File: config.mk
export PLATFORM = sky130hd
export DESIGN_NAME = awbs_ram
export DESIGN_NICKNAME = d
export VERILOG_FILES = /design/src/rtl/awbs_ram.sv
export SDC_FILE = /design/constraint.sdc
export NUM_CORES = 2
export LEC_CHECK = 0
export BUFFER_PORTS_ARGS = -buffer_cell sky130_fd_sc_hd__clkbuf_2
export CAP_MARGIN = 20
export CELL_PAD_IN_SITES_DETAIL_PLACEMENT = 0
export CELL_PAD_IN_SITES_GLOBAL_PLACEMENT = 1
export CORE_MARGIN = 3
export CORE_UTILIZATION = 30
export CTS_CLUSTER_SIZE = 8
export DETAILED_ROUTE_END_ITERATION = 10
export GPL_TIMING_DRIVEN = 0
export HOLD_SLACK_MARGIN = 0.08
export PLACE_DENSITY_LB_ADDON = 0.1
export SLEW_MARGIN = 20
export SYNTH_ARGS = -nofsm -noshare
export SYNTH_HDL_FRONTEND = slang
export SYNTH_SLANG_ARGS = --single-unit
export TNS_END_PERCENT = 10
File: constraint.sdc
create_clock -name i_clk -period 6.6 [get_ports i_clk]
set_input_delay 1.32 -clock i_clk [delete_from_list [all_inputs] [get_ports i_clk]]
set_output_delay 1.32 -clock i_clk [all_outputs]
set_load 0.05 [all_outputs]
File: src/rtl/awbs_ram.sv
// generic simple dual-port ram with registered read
module awbs_ram #(
    parameter int WIDTH = 8,
    parameter int DEPTH = 256
) (
    input  logic                     i_clk,
    input  logic                     i_we,
    input  logic [$clog2(DEPTH)-1:0] i_waddr,
    input  logic [WIDTH-1:0]         i_wdata,
    input  logic                     i_re,
    input  logic [$clog2(DEPTH)-1:0] i_raddr,
    output logic [WIDTH-1:0]         o_rdata
);

    logic [WIDTH-1:0] r_mem [DEPTH];
    logic [WIDTH-1:0] r_rdata;

    // write port
    always_ff @(posedge i_clk) begin
        if (i_we) begin
            r_mem[i_waddr] <= i_wdata;
        end
    end

    // read port, data held while not enabled
    always_ff @(posedge i_clk) begin
        if (i_re) begin
            r_rdata <= r_mem[i_raddr];
        end
    end

    assign o_rdata = r_rdata;

endmodule

Word level (Yosys, flattened, before mapping)
Memory sizes are Yosys's and may differ from the RTL's. A register that Yosys moved wholly into a read port is not among the register bits. Index checks and enable logic that the tools add are counted.

ROM bits: 0. Input port bits: 27. Word-level logic and storage cells: 3. Output and inout port bits: 8. Bits in latches: 0. Memory bits (writable): 2048. Memories kept: 1. Flip-flop bits (word level): 0.

Shifts and indexed selects: 0. Equality and inequality tests: 0. Bitwise logic cells: 0. Divide/modulo/power cells: 0. Muxes and demuxes: 2. Magnitude comparators: 0. Reductions and logical operators: 0. Add/sub/neg operators: 0. $mul: 0.

Memory list: r_mem (words 256, bits a word 8, rd ports 1, clocked after memory_dff 1, wr ports 1, line 15) `logic [WIDTH-1:0] r_mem [DEPTH];`.

Operators with widths (count): 1-bit two-way mux (2).

Longest topological paths before layout
Depth after elaboration: 2. Gate-level depth with buffers: 11.

Worst setup path after synthesis
No wires, ideal clock.

Path kind: input-to-reg. From: input i_raddr[0]. To: register r_rdata[2], in the netlist o_rdata[2], read port of r_mem, data pin. Buffers on the path: 4. Arrival time: 3127 ps. Required time: 6331 ps. Setup slack: 3204 ps. Library setup time: 269 ps. Cell stages on the path: 9. Path through: buf_6 -> buf_12 -> buf_8 -> buf_2 -> mux4_2 -> a22oi_1 -> a21oi_1 -> nor4_1 -> nor4_2.

RTL lines: start: declaration (line 11) `input logic [$clog2(DEPTH)-1:0] i_raddr,`; end: declaration (line 16) `logic [WIDTH-1:0] r_rdata;`.

==> impl_metrics.json <==
{
  "status": "finished clean",
  "drive_above_1_share_pct": 25.70,
  "cp.required_ns": 7.20,
  "yosysSeqAreaShare_pct": 77.53,
  "grt_pass1_vias": 42095,
  "drc": 0,
  "wire_per_inst_microns": 38.49,
  "synth-xor-area-share_pct": 0,
  "worstSkewPairLatency_ns": 0.91,
  "min_from": "i_re",
  "final_common_cell": "edfxtp_1",
  "ant_nets": 0,
  "whs_path_depth": 1,
  "nFillCells": 24314,
  "endpoint_kind": "flip-flop",
  "post_cts_buffers": 0,
  "antenna_found_initial": 40,
  "holdPathEnd": "o_rdata[7]",
  "routed_via_density": 5.369,
  "grt_max_degree": 108,
  "start_util_pct": 30.25,
  "htreeDepth": 5,
  "yosys.cell_types.count": 54,
  "die_w_microns": 521.2,
  "reg2reg_to": "o_rdata[3]",
  "powerDensity_mw_per_mm2": 320.2,
  "drt_pre_antenna_iters": 5,
  "ys_ff_latch": 2056,
  "hold_slack_ns": 0.7665,
  "fin_crit_sh_pct": 82.23,
  "drt-initial-drc-count": 4461,
  "yosysWarnings": 0,
  "r2r_start": "r_mem[81][3]",
  "p_leak_uw": 0.02885,
  "die_h_microns": 521.2,
  "vias": 41172,
  "synth_area_sq_mm": 0.07964,
  "nets": 4155,
  "cts_buffers": 308,
  "timing.slew.headroom_pct": 15.00,
  "grt-ovfl-total": 0,
  "avgSynthCellArea_sq_um": 21.33,
  "critPathMaxFanout": 10,
  "hpwl_mm": 201.7,
  "row_count": 188,
  "synth_flop_cell": "edfxtp_1",
  "max_cap_viol_count": 0,
  "wl_mm": 295.2,
  "clockRootBuffer": "clkbuf_16",
  "clock.fmax_mhz": 184.3,
  "final_cell_mix": "2056 x edfxtp_1, 454 x mux4_2, 317 x clkbuf_16, 274 x nor2_1, 134 x mux2i_1",
  "r2r_cells": 7,
  "cts_sinks": 2056,
  "synth-compound-area-share_pct": 3.416,
  "gp_congestion": 0.8518,
  "synth-adder-area-share_pct": 0,
  "cts-resized-gates": 0,
  "hp-class": "primary input to flip-flop",
  "max-clock-path-buffers": 4,
  "critical_path_class": "primary input to flip-flop",
  "core_sq_mm": 0.2632,
  "rsz0062_at_grt": "false",
  "synth_edf_count": 2056,
  "synthSimpleGateAreaFrac_pct": 2.625,
  "finalMaxSlewViolations": 0,
  "fin_crit_ns": 5.427,
  "grt_pass1_wl_mm": 392.8,
  "finalSetupViolCount": 0,
  "synthMuxAreaShare_pct": 14.60,
  "async_flop_share_pct": 0,
  "postCtsHoldBufs": 0,
  "final_core_util_pct": 35.60,
  "ff2ff_setup_slack_ns": 3.11,
  "peakVddDrop_v": 0.0002823,
  "cp-start-kind": "primary input",
  "fin_skew_ns": 0.06487,
  "hold_viol_final": 0,
  "synth_top_family_by_area": "multiplexers",
  "grt_usage_pct": 21.53,
  "netlist_instances": 3733,
  "die_area_sq_mm": 0.2717,
  "ios": 35,
  "synth_nets": 3760,
  "cts_tree": "yes",
  "tightest_slew_ns": 1.265,
  "clk_pin_slew_ns": 0.05,
  "synthToLayoutAreaGrowth_pct": 17.68,
  "port_buffers": 27,
  "cp.arrival_ns": 6.03
}
-- per-stage QoR --
stage | std cells | TNS (ns) | area [sq um] | setup WS (ns) | power (uW)
floorplan | 3733 | 0 | 79640 | 3.204 | 15410
global placement | 7275 | -256.70 | 84170 | -0.9200 | 16450
detailed placement | 7331 | 0 | 85650 | 0.1997 | 16450
CTS | 7661 | 0 | 93690 | 1.156 | 30320
global route | 7666 | 0 | 93710 | 1.385 | 30850
finish | 7668 | 0 | 93720 | 1.173 | 30010
-- synth_stat cells, types with 6 or more instances --
master	count	area share, %
a211oi_1	16	0.15
a21oi_1	96	0.60
a221oi_1	13	0.14
a22o_1	8	0.088
a22oi_1	133	1.3
and2_1	6	0.047
buf_1	22	0.10
buf_12	8	0.20
buf_2	31	0.19
buf_4	27	0.25
buf_6	21	0.30
buf_8	13	0.25
clkbuf_1	111	0.52
edfxtp_1	2056	78
mux2i_1	134	1.7
mux4_2	454	13
nand2_1	33	0.16
nand2b_1	8	0.063
nand3_1	34	0.21
nand4_1	10	0.079
nor2_1	282	1.3
nor2b_1	31	0.24
nor3_1	22	0.14
nor4_1	24	0.19
o211ai_1	10	0.094
o21ai_0	10	0.063
o221ai_1	46	0.51
o22ai_1	28	0.22
-- state kept, by name, indices dropped and copies added (netlist names) --
name / cells
r_mem: 2048
o_rdata: 8
-- worst max-delay path, stage by stage --
cell	delay (ns)
clkbuf_2	0.21
buf_2	0.42
buf_2	0.56
clkbuf_1	0.99
nor2b_1	0.82
o221ai_1	0.32
nor2_1	0.29
nor4_2	0.08
buf_4	0.20
nor4_1	0.74
-- cells by family (layout without fill, tap and decap cells) --
kind of cell    Yosys count  in the layout
compound gates          385            385
buf+inv                 235            650
mux                     591            591
simple gates            466            466
flops                  2056           2056
other cells               0              5
-- report_power, final --
group | switching, uW | internal, uW
clock | 5410 | 8420
combinational | 1230 | 505
sequential | 7.82 | 14400
total | 6650 | 23400
-- worst max-delay path by stage --
stage | startpoint | end | cells after the start
floorplan | i_raddr[0] | o_rdata[2] | 9
global placement | i_raddr[4] | o_rdata[4] | 9
detailed placement | i_raddr[3] | o_rdata[1] | 10
CTS | i_raddr[3] | o_rdata[1] | 10
global route | i_raddr[3] | o_rdata[1] | 10
finish | i_raddr[3] | o_rdata[1] | 10
-- layout make-up --
type	instances	area [sq um]	share of cell area, %
diodes	5	12.51	0.01335
plain buffers	233	1521	1.623
clock buffers	321	7948	8.480
clock inverters	9	87.58	0.09346
inverters	2	7.507	0.008010
multi-input cells	1442	16600	17.71
flip-flops and latches	2056	61740	65.88
well taps	3515	4398	4.693
repair buffers	85	1406	1.501
-- routing by layer --
layer,up-vias,share of wire (%),global-route usage (%)
met2,1562,47,34.25
li1,16407,-,-
met4,4,3.3,6.589
met3,425,5.9,3.615
met1,22774,44,30.25
met5,-,0.0071,0
No activity file was read; power rests on OpenSTA's default activity.
